File: src/design/sbd_pkg.sv
// Shared types and constants of the sync word deframer.
package sbd_pkg;

    localparam int SBD_MAX_PACKET_BYTES = 256;

    // Mode codes
    localparam logic [1:0] MODE_IDLE   = 2'd0;
    localparam logic [1:0] MODE_SYNC   = 2'd1;
    localparam logic [1:0] MODE_PACKET = 2'd2;

    // Status codes of a result
    localparam logic [1:0] ST_BUSY        = 2'd0;
    localparam logic [1:0] ST_DONE        = 2'd1;
    localparam logic [1:0] ST_BAD_VERSION = 2'd2;
    localparam logic [1:0] ST_BAD_TYPE    = 2'd3;

    // Configuration port
    localparam int CFG_IDX_W  = 3;
    localparam int CFG_DATA_W = 9;

    localparam logic [CFG_IDX_W-1:0] REG_HEADER_LEN       = 3'd0;
    localparam logic [CFG_IDX_W-1:0] REG_VERSION_OFFSET   = 3'd1;
    localparam logic [CFG_IDX_W-1:0] REG_TYPE_OFFSET      = 3'd2;
    localparam logic [CFG_IDX_W-1:0] REG_EXPECTED_VERSION = 3'd3;
    localparam logic [CFG_IDX_W-1:0] REG_CTRL_TYPE_CODE   = 3'd4;
    localparam logic [CFG_IDX_W-1:0] REG_DATA_TYPE_CODE   = 3'd5;
    localparam logic [CFG_IDX_W-1:0] REG_CTRL_LENGTH      = 3'd6;
    localparam logic [CFG_IDX_W-1:0] REG_DATA_LENGTH      = 3'd7;

    // Framing constants
    localparam logic [7:0] SYNC_BYTE0      = 8'hAA;
    localparam logic [7:0] SYNC_BYTE1      = 8'h55;
    localparam logic [7:0] SYNC_BYTE2      = 8'h42;
    localparam logic [7:0] SYNC_SEED       = 8'h80;
    localparam logic [7:0] ZERO_RUN_THRESH = 8'd32;
    localparam logic [7:0] ZERO_RUN_MAX    = 8'd255;
    localparam logic [7:0] ZERO_RUN_NULL   = 8'd8;
    localparam logic [3:0] BITS_SEED       = 4'd6;
    localparam logic [3:0] BITS_BYTE       = 4'd8;
    localparam logic [3:0] BITS_RESET      = 4'd9;

    typedef struct packed {
        logic [6:0] header_len;
        logic [5:0] version_offset;
        logic [5:0] type_offset;
        logic [7:0] expected_version;
        logic [7:0] ctrl_type_code;
        logic [7:0] data_type_code;
        logic [8:0] ctrl_length;
        logic [8:0] data_length;
    } sbd_cfg_t;

    typedef struct packed {
        logic       has_byte;
        logic [7:0] byte_value;
        logic [7:0] byte_index;
        logic [1:0] status;
    } sbd_result_t;

endpackage

File: src/design/sbd_cfg_regs.sv
// Configuration register file of the sync word deframer.
module sbd_cfg_regs (
    input  logic                            aclk,
    input  logic                            aresetn,
    input  logic                            wr_en,
    input  logic [sbd_pkg::CFG_IDX_W-1:0]   wr_index,
    input  logic [sbd_pkg::CFG_DATA_W-1:0]  wr_data,
    output sbd_pkg::sbd_cfg_t               cfg
);
    import sbd_pkg::*;

    sbd_cfg_t cfg_reg;
    sbd_cfg_t cfg_next;

    always_comb begin
        cfg_next = cfg_reg;
        if (wr_en) begin
            case (wr_index)
                REG_HEADER_LEN:       cfg_next.header_len       = wr_data[6:0];
                REG_VERSION_OFFSET:   cfg_next.version_offset   = wr_data[5:0];
                REG_TYPE_OFFSET:      cfg_next.type_offset      = wr_data[5:0];
                REG_EXPECTED_VERSION: cfg_next.expected_version = wr_data[7:0];
                REG_CTRL_TYPE_CODE:   cfg_next.ctrl_type_code   = wr_data[7:0];
                REG_DATA_TYPE_CODE:   cfg_next.data_type_code   = wr_data[7:0];
                REG_CTRL_LENGTH:      cfg_next.ctrl_length      = wr_data;
                REG_DATA_LENGTH:      cfg_next.data_length      = wr_data;
                default:              cfg_next = cfg_reg;
            endcase
        end
    end

    always_ff @(posedge aclk) begin
        if (!aresetn) begin
            cfg_reg.header_len       <= 7'd4;
            cfg_reg.version_offset   <= 6'd0;
            cfg_reg.type_offset      <= 6'd1;
            cfg_reg.expected_version <= 8'd1;
            cfg_reg.ctrl_type_code   <= 8'd0;
            cfg_reg.data_type_code   <= 8'd1;
            cfg_reg.ctrl_length      <= 9'd16;
            cfg_reg.data_length      <= 9'd256;
        end else begin
            cfg_reg <= cfg_next;
        end
    end

    assign cfg = cfg_reg;

endmodule

File: src/design/sbd_core.sv
// Deframer state and the one-bit step logic: zero run, sync hunt, packet bytes.
module sbd_core #(
    parameter int MAX_PACKET_BYTES = sbd_pkg::SBD_MAX_PACKET_BYTES
) (
    input  logic                  aclk,
    input  logic                  aresetn,
    input  logic                  step_en,
    input  logic                  bit_in,
    input  sbd_pkg::sbd_cfg_t     cfg,
    output logic                  res_valid,
    output sbd_pkg::sbd_result_t  res
);
    import sbd_pkg::*;

    localparam int PW = $clog2(MAX_PACKET_BYTES + 1);
    localparam int LW = (PW > 9) ? PW : 9;
    localparam int HW = (PW > 8) ? PW : 8;
    localparam int OW = (PW > 6) ? PW : 6;
    localparam logic [LW-1:0] MAX_L = LW'(MAX_PACKET_BYTES);
    localparam logic [HW-1:0] MAX_H = HW'(MAX_PACKET_BYTES);
    localparam logic [PW-1:0] MAX_P = PW'(MAX_PACKET_BYTES);

    function automatic logic [PW-1:0] clamp_len(input logic [8:0] len);
        logic [PW-1:0] r;
        if (len == 9'd0)
            r = PW'(1);
        else if (LW'(len) > MAX_L)
            r = MAX_P;
        else
            r = PW'(len);
        return r;
    endfunction

    logic [1:0]    mode_reg, mode_next;
    logic [7:0]    zero_run_reg, zero_run_next;
    logic [3:0]    bits_left_reg, bits_left_next;
    logic [7:0]    shift_byte_reg, shift_byte_next;
    logic [1:0]    sync_seen_reg, sync_seen_next;
    logic [7:0]    sync0_reg, sync0_next;
    logic [7:0]    sync1_reg, sync1_next;
    logic [PW-1:0] total_reg, total_next;
    logic [PW-1:0] done_reg, done_next;
    logic [7:0]    version_reg, version_next;
    logic [7:0]    type_reg, type_next;

    logic [7:0]    shifted;
    logic [3:0]    bits_dec;
    logic [HW-1:0] hdr_plus;
    logic [PW-1:0] check_at;
    logic [PW-1:0] ctrl_total;
    logic [PW-1:0] data_total;
    logic [1:0]    seen_inc;
    logic          check_now;
    logic          got;
    logic [1:0]    status;

    assign shifted    = {bit_in, shift_byte_reg[7:1]};
    assign bits_dec   = bits_left_reg - 4'd1;
    assign hdr_plus   = HW'(cfg.header_len) + HW'(1);
    assign check_at   = (hdr_plus > MAX_H) ? MAX_P : PW'(hdr_plus);
    assign ctrl_total = clamp_len(cfg.ctrl_length);
    assign data_total = clamp_len(cfg.data_length);
    assign seen_inc   = sync_seen_reg + 2'd1;
    assign check_now  = (total_reg == '0) && (done_reg >= check_at);

    always_comb begin
        mode_next       = mode_reg;
        zero_run_next   = zero_run_reg;
        bits_left_next  = bits_left_reg;
        shift_byte_next = shift_byte_reg;
        sync_seen_next  = sync_seen_reg;
        sync0_next      = sync0_reg;
        sync1_next      = sync1_reg;
        total_next      = total_reg;
        done_next       = done_reg;
        version_next    = version_reg;
        type_next       = type_reg;
        got             = 1'b0;
        status          = ST_BUSY;
        res             = '0;
        res_valid       = 1'b0;

        case (mode_reg)
            MODE_IDLE: begin
                if (zero_run_reg > ZERO_RUN_THRESH) begin
                    if (bit_in) begin
                        mode_next       = MODE_SYNC;
                        bits_left_next  = BITS_SEED;
                        shift_byte_next = SYNC_SEED;
                        sync_seen_next  = 2'd0;
                    end else if (zero_run_reg < ZERO_RUN_MAX) begin
                        zero_run_next = zero_run_reg + 8'd1;
                    end
                end else begin
                    zero_run_next = bit_in ? 8'd0 : zero_run_reg + 8'd1;
                end
            end

            MODE_SYNC: begin
                shift_byte_next = shifted;
                bits_left_next  = bits_dec;
                if (bits_dec == 4'd0) begin
                    if (shifted == 8'd0) begin
                        mode_next     = MODE_IDLE;
                        zero_run_next = ZERO_RUN_NULL;
                    end else begin
                        if (sync_seen_reg == 2'd0)
                            sync0_next = shifted;
                        else if (sync_seen_reg == 2'd1)
                            sync1_next = shifted;
                        sync_seen_next = seen_inc;
                        // third byte is compared as it arrives
                        if (seen_inc == 2'd3) begin
                            if (sync0_reg == SYNC_BYTE0 && sync1_reg == SYNC_BYTE1 &&
                                shifted == SYNC_BYTE2) begin
                                mode_next  = MODE_PACKET;
                                total_next = '0;
                                done_next  = '0;
                            end else begin
                                mode_next     = MODE_IDLE;
                                zero_run_next = 8'd0;
                            end
                        end
                        bits_left_next  = BITS_BYTE;
                        shift_byte_next = 8'd0;
                    end
                end
            end

            MODE_PACKET: begin
                if (check_now) begin
                    if (version_reg != cfg.expected_version)
                        status = ST_BAD_VERSION;
                    else if (type_reg == cfg.ctrl_type_code)
                        total_next = ctrl_total;
                    else if (type_reg == cfg.data_type_code)
                        total_next = data_total;
                    else
                        status = ST_BAD_TYPE;
                end

                if (status != ST_BUSY) begin
                    // abandon: drop this bit
                    total_next    = total_reg;
                    mode_next     = MODE_IDLE;
                    zero_run_next = 8'd0;
                    res.status    = status;
                    res_valid     = 1'b1;
                end else begin
                    shift_byte_next = shifted;
                    bits_left_next  = bits_dec;
                    if (bits_dec == 4'd0) begin
                        got            = 1'b1;
                        res.has_byte   = 1'b1;
                        res.byte_value = shifted;
                        res.byte_index = 8'(done_reg);
                        if (OW'(done_reg) == OW'(cfg.version_offset))
                            version_next = shifted;
                        if (OW'(done_reg) == OW'(cfg.type_offset))
                            type_next = shifted;
                        done_next       = done_reg + PW'(1);
                        bits_left_next  = BITS_BYTE;
                        shift_byte_next = 8'd0;
                    end
                    if (total_next != '0 && done_next >= total_next) begin
                        res.status    = ST_DONE;
                        mode_next     = MODE_IDLE;
                        zero_run_next = 8'd0;
                    end
                    res_valid = got || (res.status != ST_BUSY);
                end
            end

            default: begin
                mode_next = mode_reg;
            end
        endcase
    end

    always_ff @(posedge aclk) begin
        if (!aresetn) begin
            mode_reg       <= MODE_IDLE;
            zero_run_reg   <= 8'd0;
            bits_left_reg  <= BITS_RESET;
            shift_byte_reg <= 8'd0;
            sync_seen_reg  <= 2'd0;
            total_reg      <= '0;
            done_reg       <= '0;
        end else if (step_en) begin
            mode_reg       <= mode_next;
            zero_run_reg   <= zero_run_next;
            bits_left_reg  <= bits_left_next;
            shift_byte_reg <= shift_byte_next;
            sync_seen_reg  <= sync_seen_next;
            total_reg      <= total_next;
            done_reg       <= done_next;
        end
    end

    // header and sync bytes hold garbage until written
    always_ff @(posedge aclk) begin
        if (step_en) begin
            sync0_reg   <= sync0_next;
            sync1_reg   <= sync1_next;
            version_reg <= version_next;
            type_reg    <= type_next;
        end
    end

endmodule

File: src/design/bit_stream_sync_deframer.sv
// Top level of the bit stream sync word deframer.
//
// Input channel s_valid/s_ready carries one demodulated bit (s_bit_in) per
// transfer. The block counts a run of zeros, hunts for the sync bytes
// AA 55 42 packed LSB first, then assembles packet bytes and checks the
// header version and type bytes against the configuration registers.
// Result channel m_valid/m_ready carries one result per completed packet
// byte or per status event (packet complete, bad version, unknown type);
// bits that complete nothing produce no transfer.
// Configuration: cfg_valid/cfg_ready with cfg_index and cfg_data; writes
// are taken every cycle and must only happen while the block is idle.
// A bit held in the input register is stepped when the result slot is free
// or being drained, and its result is loaded into the result register on m_*.
// Throughput: one bit per cycle while the result is not stalled, set by the
// single step stage between the input register and the result register.
// Reset (aresetn low, synchronous) returns to zero-run counting, clears the
// valid flags of both channel registers and reloads the configuration defaults.
// When the receiver stalls, the result holds and the input register takes
// one more bit, then s_ready drops until the result is taken.
module bit_stream_sync_deframer #(
    parameter int MAX_PACKET_BYTES = sbd_pkg::SBD_MAX_PACKET_BYTES
) (
    input  logic                            aclk,
    input  logic                            aresetn,
    input  logic                            s_valid,
    output logic                            s_ready,
    input  logic                            s_bit_in,
    output logic                            m_valid,
    input  logic                            m_ready,
    output logic                            m_has_byte,
    output logic [7:0]                      m_byte_value,
    output logic [7:0]                      m_byte_index,
    output logic [1:0]                      m_status,
    input  logic                            cfg_valid,
    output logic                            cfg_ready,
    input  logic [sbd_pkg::CFG_IDX_W-1:0]   cfg_index,
    input  logic [sbd_pkg::CFG_DATA_W-1:0]  cfg_data
);
    import sbd_pkg::*;

    sbd_cfg_t    cfg;
    sbd_result_t res;
    sbd_result_t out_reg;
    logic        res_valid;
    logic        in_valid_reg;
    logic        in_bit_reg;
    logic        out_valid_reg;
    logic        advance;

    assign cfg_ready = 1'b1;

    // step the held bit whenever the result slot is free or being drained
    assign advance = in_valid_reg && (!out_valid_reg || m_ready);
    assign s_ready = !in_valid_reg || advance;

    sbd_cfg_regs u_cfg (
        .aclk     (aclk),
        .aresetn  (aresetn),
        .wr_en    (cfg_valid && cfg_ready),
        .wr_index (cfg_index),
        .wr_data  (cfg_data),
        .cfg      (cfg)
    );

    sbd_core #(
        .MAX_PACKET_BYTES (MAX_PACKET_BYTES)
    ) u_core (
        .aclk      (aclk),
        .aresetn   (aresetn),
        .step_en   (advance),
        .bit_in    (in_bit_reg),
        .cfg       (cfg),
        .res_valid (res_valid),
        .res       (res)
    );

    always_ff @(posedge aclk) begin
        if (!aresetn) begin
            in_valid_reg  <= 1'b0;
            out_valid_reg <= 1'b0;
        end else begin
            if (s_valid && s_ready)
                in_valid_reg <= 1'b1;
            else if (advance)
                in_valid_reg <= 1'b0;

            if (advance)
                out_valid_reg <= res_valid;
            else if (m_ready)
                out_valid_reg <= 1'b0;
        end
    end

    always_ff @(posedge aclk) begin
        if (s_valid && s_ready)
            in_bit_reg <= s_bit_in;
        if (advance && res_valid)
            out_reg <= res;
    end

    assign m_valid      = out_valid_reg;
    assign m_has_byte   = out_reg.has_byte;
    assign m_byte_value = out_reg.byte_value;
    assign m_byte_index = out_reg.byte_index;
    assign m_status     = out_reg.status;

endmodule

File: config.mk
export PLATFORM = sky130hd
export DESIGN_NAME = bit_stream_sync_deframer
export DESIGN_NICKNAME = d
export VERILOG_FILES = /design/src/design/sbd_pkg.sv /design/src/design/sbd_cfg_regs.sv /design/src/design/sbd_core.sv /design/src/design/bit_stream_sync_deframer.sv
export SDC_FILE = /design/constraint.sdc
export NUM_CORES = 1
export LEC_CHECK = 0
export BUFFER_PORTS_ARGS = -buffer_cell sky130_fd_sc_hd__buf_2
export CORE_MARGIN = 3
export CORE_UTILIZATION = 30
export DETAILED_ROUTE_END_ITERATION = 8
export HOLD_SLACK_MARGIN = 0.05
export PLACE_DENSITY = 0.55
export SETUP_SLACK_MARGIN = 0.02
export SLEW_MARGIN = 20
export SYNTH_ARGS = -nofsm -noshare
export SYNTH_HDL_FRONTEND = slang
export SYNTH_SLANG_ARGS = --single-unit
export TNS_END_PERCENT = 1
File: constraint.sdc
create_clock -name aclk -period 7.9 [get_ports aclk]
set_input_delay 0.79 -clock aclk [delete_from_list [all_inputs] [get_ports aclk]]
set_output_delay 0.79 -clock aclk [all_outputs]
set_load 0.01 [all_outputs]
Word-level counts from Yosys, hierarchy flattened --
Index checks and enable logic that the tools add are counted. W data, S select, Z words.
Cells by class: muxes and demuxes 79, bitwise gates (word level) 5, $add $sub $neg 5, reductions and logical operators 47, equal/unequal tests 31, order comparisons 7
Operators by type and width (count):
- $mux W9 | 19
- $mux W8 | 16
- $pmux W8 S3 | 2
- $mux W2 | 20
- $pmux W9 S2 | 2
- $gt A9 B9 Y1 const B | 3
- $logic_not A9 Y1 | 3
- $mux W4 | 6
- $reduce_and A5 Y1 | 4
- $eq A9 B6 Y1 | 2
- $ge A9 B9 Y1 | 2
- $mux W17 | 1
- $eq A8 B7 Y1 const B | 2
- $eq A8 B8 Y1 | 2
- $reduce_and A2 Y1 | 8
- $reduce_and A7 Y1 | 2
- $eq A3 B3 Y1 const B | 4
- $pmux W4 S3 | 1
- $reduce_and A6 Y1 | 2
- $reduce_bool A2 Y1 | 6
- $mux W1 | 10
- $add A9 B1 Y9 const B | 1
- $reduce_bool A9 Y1 | 1
- $add A7 B1 Y8 const B | 1
- 30 further kinds | 54
Word-level totals: output and inout bits 22, register bits 157

Longest topological paths before layout --
Gate-level depths: netlist of the first run.
word-level depth 20, gate-level depth with buffers 20, gate-level depth less buffers 19

Modules after synthesis --
From an unflattened synthesis of the first run, not the netlist that was laid out.
Unflattened totals: cells, all modules 779, area total of the unflattened synthesis 7870.0 µm²
By module, submodules not included:
- sbd_core | cells an instance 521, instances 1, area an instance 4845.9 µm²
- sbd_cfg_regs | cells an instance 223, instances 1, area an instance 2299.7 µm²
- bit_stream_sync_deframer | cells an instance 35, instances 1, area an instance 724.4 µm²

Worst setup path before layout of the first run --
OpenSTA, ideal clock, no wires.
path type register to register, from register u_cfg.cfg_reg, in the netlist u_cfg.cfg[54], to register out_reg, in the netlist m_byte_index[0] (enable), stages on the path, launching flop included 20, library setup time 0.431 ns, required time 7.469 ns, arrival time 5.032 ns, path slack 2.437 ns, clock period less this slack 5.463 ns, cells stage by stage dfxtp_1 ha_1 nand2_1 nor2_1 xnor2_1 ha_1 nand4b_1 nor3_1 o31ai_1 a2111o_1 nor2_1 a221oi_1 ha_1 nand2_1 o21ai_0 a31oi_1 o221ai_1 o311ai_0 buf_2 a311oi_1
On the way: cells in the longest elaborated chain, start to end 17, elaborated cells between the ends (all ways) 21, those cells by class add/sub: 1; order compare: 3; mux: 10; reduce/logical: 7
Ends and longest elaborated chain:
- start: declaration | line sbd_cfg_regs.sv:12 | sbd_cfg_t cfg_reg;
- start signal: assignment | line sbd_cfg_regs.sv:43 | cfg_reg <= cfg_next;
- $add A7 B1 Y8 (*) | line sbd_core.sv:59 | assign hdr_plus = HW'(cfg.header_len) + HW'(1);
- $gt A9 B9 Y1 | line sbd_core.sv:60 | assign check_at = (hdr_plus > MAX_H) ? MAX_P : PW'(hdr_plus);
- $mux W9 (*) | line sbd_core.sv:60
- $ge A9 B9 Y1 (*) | line sbd_core.sv:64 | assign check_now = (total_reg == '0) && (done_reg >= check_at);
- $logic_and A1 B1 Y1 (*) | line sbd_core.sv:64
- $mux W9 | line sbd_core.sv:131 | if (check_now) begin
- $mux W9 | line sbd_core.sv:83 | case (mode_reg)
- $ge A9 B9 Y1 / $reduce_bool A9 Y1 (equally long branches) | line sbd_core.sv:165 | if (total_next != '0 && done_next >= total_next) begin
- $logic_and A1 B1 Y1 | line sbd_core.sv:165
- $mux W1 | line sbd_core.sv:165
- $mux W2 | line sbd_core.sv:142 | if (status != ST_BUSY) begin
- $mux W2 | line sbd_core.sv:83
- $reduce_bool A2 Y1 | line sbd_core.sv:170 | res_valid = got || (res.status != ST_BUSY);
- $logic_or A1 B1 Y1 | line sbd_core.sv:170
- $mux W1 (*) | line sbd_core.sv:142
- $mux W1 (*) | line sbd_core.sv:83
- $logic_and A1 B1 Y1 (*) | line bit_stream_sync_deframer.sv:97 | if (advance && res_valid)
- end signal: assignment | line bit_stream_sync_deframer.sv:98 | out_reg <= res;
- end: declaration | line bit_stream_sync_deframer.sv:43 | sbd_result_t out_reg;
Every way passes the cells marked *; elsewhere a longest branch is shown, timed or not. The select of a mux whose other input is x is not followed. A chain may end at the register's enable or synchronous reset.

Worst setup path after layout of the first run --
from register u_cfg.cfg_reg, in the netlist u_cfg.cfg[54], to register out_reg, in the netlist m_byte_index[4] (enable)
The elaborated chain is that of the path after synthesis.

==> out/metrics.yaml, run 1 <==
yosysWarnings: 0
area_growth_pct: 13.9
synth_compound_area_share_pct: 15.0
path_clk_slew_ns: 0.07
cts.sinks: 156
cp-start-kind: "flip-flop"
drtIter0Drc: 423
io_buffers: 38
n_antenna_cell: 0
setup_ws_ns: 2.65
largest_reg_flops: 61
vias: 5759
synthMuxAreaShare_pct: 2.22
holdPathStages: 2
critical_path.endpoint_type: "flip-flop"
gp_congestion: 0.803
max_cap_viol_count: 0
rows: 58
postRouteAntennaNets: 0
min-delay-start: "u_cfg.cfg[17]"
drive_above_1_share_pct: 11.3
initial_core_util_pct: 30.6
synthTopCellsByArea: "dfxtp_1 (27%), edfxtp_1 (20%), nand2_1 (6.7%)"
clock_latency_ns: 0.43
grt_util_all_layers_pct: 14.2
powerDensity_mw_per_mm2: 196
synth_top_area_cell: "dfxtp_1"
synth_top_family_by_area: "simple AND/OR/NAND/NOR gates"
r2r_cells: 18
die-area_sq_mm: 0.0278
leakage_nw: 3.13
period_share_pct: 66.5
min_path_type: "flip-flop to flip-flop"
status: "finished, final reports clean"
die_w_microns: 167
critPathArrivalTime_ns: 5.30
wire_per_inst_microns: 16.5
synth_area_sq_mm: 0.00774
vdd_drop_max_mv: 0.130
path_max_fanout: 19
hold_buffers: 0
coreArea_sq_mm: 0.0253
fin_util_pct: 34.9
fin_tns_setup_ns: 0
drc_errors: 0
final-setup-viol-count: 0
grt_max_degree: 112
hold_end: "u_cfg.cfg[17]"
total_power_mw: 1.73
ys_seq_area_share_pct: 47.1
synth_fa_ha_area_share_pct: 4.85
synth_edf_count: 52
rsz0062_at_grt: "false"
synth_flop_cell: "dfxtp_1"
die_h_microns: 167
root_buffer: "clkbuf_16"
r2r-start: "u_cfg.cfg[54]"
fillerInstances: 2574
via_per_inst: 4.93
grt-ovfl-total: 0
clock.fmax_mhz: 190
wirelength_microns: 19200
critPathKind: "flip-flop to flip-flop"
pre_cts_slack_ns: 2.67
cts.path.max_buffers: 2
dp_hpwl_microns: 13800
synth_top_area_share_pct: 26.9
dr.pass1.iters: 5
synthXorXnorAreaFrac_pct: 5.55
synth.most_common_cell: "nand2_1"
post-route-min-period_ns: 5.25
r2r-end: "m_byte_index[4]"
fin_skew_ns: 0.0118
io_pins: 40
ys_types: 68
slew_violations: 0
r2r_slack_ns: 2.65
hold_viol: 0
cts_tree: "done"
synth-simple-area-share_pct: 22.1
synthCells: 805
htreeDepth: 4
synthTopCellsByCount: "nand2_1 (139), dfxtp_1 (104), edfxtp_1 (52)"
cts_buffers: 17
postSynthAreaPerCell_sq_um: 9.61
cts_setup_buffers: 0
async_flop_share_pct: 0
synth_nets: 853
tightest_slew_ns: 1.06
antenna_found_initial: 0
cts-resized-gates: 0
required_ns: 7.94
ys_ff_latch: 156
nNetsFinal: 874
grt_pass1_vias: 5680
timing.slew.headroom_pct: 29.1
grt_pass1_wl_microns: 31200
[kinds of logic (layout without fill, tap and decap cells)]
group                      Yosys count  in the layout
AOI/OAI and AO/OA                  154            154
DFF                                156            156
xor gates and xnor gates            49             49
adders and majority gates           30             30
other                                1              1
buffers and inverters               60             94
and+or+nand+nor                    338            338
muxes                               17             17
[through the flow]
| stage | hold slack (ns) | cells | area [sq um] |
|---|---|---|---|
| after CTS | 0.473 | 1169 | 8820 |
| final | 0.469 | 1169 | 8820 |
| after global placement | 0.455 | 1137 | 8230 |
| after detailed placement | 0.465 | 1137 | 8230 |
| after global routing | 0.497 | 1169 | 8820 |
| after floorplan | 0.433 | 805 | 7740 |
[final cells by class]
class / count / area [sq um] / share of cell area, %
clock inverter: 15 / 164 / 1.86
tap: 330 / 413 / 4.68
timing repair buffer: 41 / 213 / 2.41
multi-input combinational: 589 / 3880 / 44.0
clock buffer: 17 / 425 / 4.83
sequential: 156 / 3640 / 41.3
inverter: 21 / 78.8 / 0.894
[cell usage in the layout (no fill, tap or decap), drive strengths merged, types with 10 or more instances in the layout]
| cell | count |
|---|---|
| xor2 | 10 |
| xnor2 | 39 |
| nand2 | 141 |
| nor4 | 14 |
| nor2b | 30 |
| nand3 | 32 |
| mux2i | 16 |
| dfxtp | 104 |
| nor3 | 11 |
| buf | 41 |
| a211oi | 10 |
| inv | 25 |
| ha | 30 |
| nor2 | 34 |
| a21oi | 19 |
| and2 | 23 |
| nand4 | 18 |
| a21boi | 50 |
| edfxtp | 52 |
| clkbuf | 17 |
[worst max-delay path: stages (launching register included)]
cell,delay [ns]
dfxtp_1,0.40
ha_1,0.24
nand2_1,0.07
nor2_1,0.12
xnor2_1,0.09
ha_1,0.29
nand4b_1,0.12
nor3_1,0.21
o31ai_1,0.15
a2111o_1,0.44
nor2_1,0.34
a221oi_1,0.19
ha_1,0.34
nand2_1,0.05
o21ai_0,0.14
a31oi_1,0.10
o221ai_1,0.25
o311ai_2,0.39
a311oi_4,0.95
[power by group]
part / leakage [nW] / internal, mW / switching, mW
clock network: 0.276 / 0.470 / 0.353
logic: 1.42 / 0.0255 / 0.0429
registers: 1.43 / 0.832 / 0.00785
total: 3.13 / 1.33 / 0.403
[routing by layer]
metal,up-vias,GRT usage (%),routed length (microns)
met1,2767,18.8,9370
met4,0,4.23,208
li1,2904,-,-
met2,71,23.1,9090
met5,-,0,0
met3,17,3.25,572
[how the worst max path moves through the flow]
stage                              from               to  slack [ns]  depth (start not counted)
after floorplan           u_cfg.cfg[54]  m_byte_index[0]        2.44                         19
after detailed placement  u_cfg.cfg[54]       m_has_byte        2.67                         18
final                     u_cfg.cfg[54]  m_byte_index[4]        2.65                         18
after global routing      u_cfg.cfg[54]  m_byte_index[1]        2.14                         18
after CTS                 u_cfg.cfg[54]  m_byte_index[1]        2.65                         18
after global placement    u_cfg.cfg[54]  m_byte_value[3]        2.88                         18
(Power assumes the default switching activity.)
==> inputs of run 2 (changes only) <==
Clock period 7.9 ns to 5.45 ns, I/O delays scaled along.
==> run 2 against run 1 <==
Worst hold slack lost 0.18 ns; cell count grew 0.43%; first-iteration DRC count grew 3.3%; final area grew 0.17%; maximum frequency grew 8.8%; combinational power grew 44%; clock power grew 40%; sequential power grew 45%; sequential cell count is the same; non-clock buffer count grew 5.
==> out/metrics.yaml, run 2 (synthesized netlist as in run 1, its figures left out) <==
status: "finished, final reports clean"
powerDensity_mw_per_mm2: 280
post-route-min-period_ns: 4.83
coreArea_sq_mm: 0.0253
min-delay-start: "s_bit_in"
setup_ws_ns: 0.621
cts.path.max_buffers: 2
dr.pass1.iters: 5
wirelength_microns: 19000
antenna_found_initial: 0
area_growth_pct: 14.1
placed_area_sq_mm: 0.00826
htreeDepth: 4
post-place-cells: 1142
via_per_inst: 4.89
largest_reg_flops: 61
final_cell_area_sq_mm: 0.00883
fin_skew_ns: 0.00876
die_h_microns: 167
fillerInstances: 2595
grt_max_degree: 112
grt_pass1_wl_microns: 31200
timing.slew.headroom_pct: 27.8
layout_common_cells: "nand2_1 (139), dfxtp_1 (104), edfxtp_1 (52), a21boi_0 (46), xnor2_1 (39)"
r2r-start: "u_cfg.cfg[54]"
path_max_fanout: 16
grt-ovfl-total: 0
leakage_nw: 3.16
die-area_sq_mm: 0.0278
io_pins: 40
min_path_type: "primary input to flip-flop"
nNetsFinal: 879
r2r_slack_ns: 0.62
cts_tree: "done"
clock_latency_ns: 0.42
hold_viol: 0
cts.sinks: 156
r2r-end: "m_byte_value[2]"
vdd_drop_max_mv: 0.201
tightest_slew_ns: 1.08
r2r_cells: 19
wire_per_inst_microns: 16.2
final_cells: 1174
cts-resized-gates: 0
slew_violations: 0
cts_setup_buffers: 0
hold_end: "in_bit_reg"
max_cap_viol_count: 0
n_antenna_cell: 0
fin_util_pct: 35.0
drtIter0Drc: 437
dp_hpwl_microns: 13700
fin_tns_setup_ns: 0
final_common_cell: "nand2_1"
final-setup-viol-count: 0
critical_path.endpoint_type: "flip-flop"
grt_util_all_layers_pct: 13.9
critPathKind: "flip-flop to flip-flop"
io_buffers: 38
drc_errors: 0
gp_congestion: 0.789
vias: 5741
die_w_microns: 167
path_clk_slew_ns: 0.07
holdPathStages: 1
drive_above_1_share_pct: 11.4
cts_buffers: 17
root_buffer: "clkbuf_16"
initial_core_util_pct: 30.6
clock.fmax_mhz: 207
critPathArrivalTime_ns: 4.94
rsz0062_at_grt: "false"
period_share_pct: 88.6
pre_cts_slack_ns: 0.664
cp-start-kind: "flip-flop"
rows: 58
hold_buffers: 0
required_ns: 5.56
grt_pass1_vias: 5721
postRouteAntennaNets: 0
## run 2: cell types whose count changed in the layout (fill, tap and decap cells not counted), moves of 2 or more
cell,change
buf_4,+5
clkbuf_1,+3
clkinv_4,-4
clkinvlp_4,-2
clkinv_2,+3
## run 2: routing by layer
| metal | global-route usage, % | routed length (microns) | vias to the layer above |
|---|---|---|---|
| met5 | 0 | 0 | - |
| met1 | 18.6 | 9250 | 2723 |
| met2 | 23.2 | 8960 | 88 |
| li1 | - | - | 2911 |
| met4 | 3.62 | 263 | 0 |
| met3 | 2.59 | 527 | 19 |
## run 2: worst max-delay path by stage
stage | from | to | slack (ns) | cells past startpoint
after floorplan | u_cfg.cfg[54] | m_byte_index[0] | 0.64 | 19
after global placement | u_cfg.cfg[54] | m_byte_value[2] | 0.73 | 19
after detailed placement | u_cfg.cfg[54] | m_byte_value[5] | 0.66 | 19
after CTS | u_cfg.cfg[54] | m_byte_value[3] | 0.61 | 19
after global routing | u_cfg.cfg[54] | m_byte_value[3] | 0.15 | 19
final | u_cfg.cfg[54] | m_byte_value[2] | 0.62 | 19
## run 2: cell type report
class	count	area (sq um)	share of cell area, %
clock buffers	21	450	5.10
clock inverters	11	116	1.32
inverters	21	78.8	0.893
multi-input cells	589	3880	43.9
flip-flops and latches	156	3640	41.3
well taps	330	413	4.68
repair buffers	46	250	2.83
## run 2: report_power, final
part	leakage (nW)	switching (mW)	internal, mW
sequential	1.43	0.0113	1.21
clock	0.277	0.470	0.685
combinational	1.45	0.0618	0.0369
## run 2: worst max-delay path, stage by stage (launching register included)
cell      delay [ns]
dfxtp_1         0.39
ha_1            0.23
nand2_1         0.06
nor2_1          0.11
xnor2_1         0.08
ha_1            0.29
nand4b_1        0.12
nor3_1          0.19
o31ai_1         0.14
a2111o_1        0.44
nor2_1          0.32
a221oi_1        0.18
ha_1            0.33
nand2_1         0.05
o21ai_0         0.14
a31oi_1         0.11
o221ai_1        0.21
o311ai_2        0.38
a311oi_4        0.40
buf_4           0.31
## run 2: stage by stage
stage               total power [mW]  hold slack, ns
floorplan                       1.31           0.433
global placement                1.34           0.453
detailed placement              1.34           0.463
CTS                             2.49           0.278
global route                    2.55           0.284
finish                          2.47           0.293
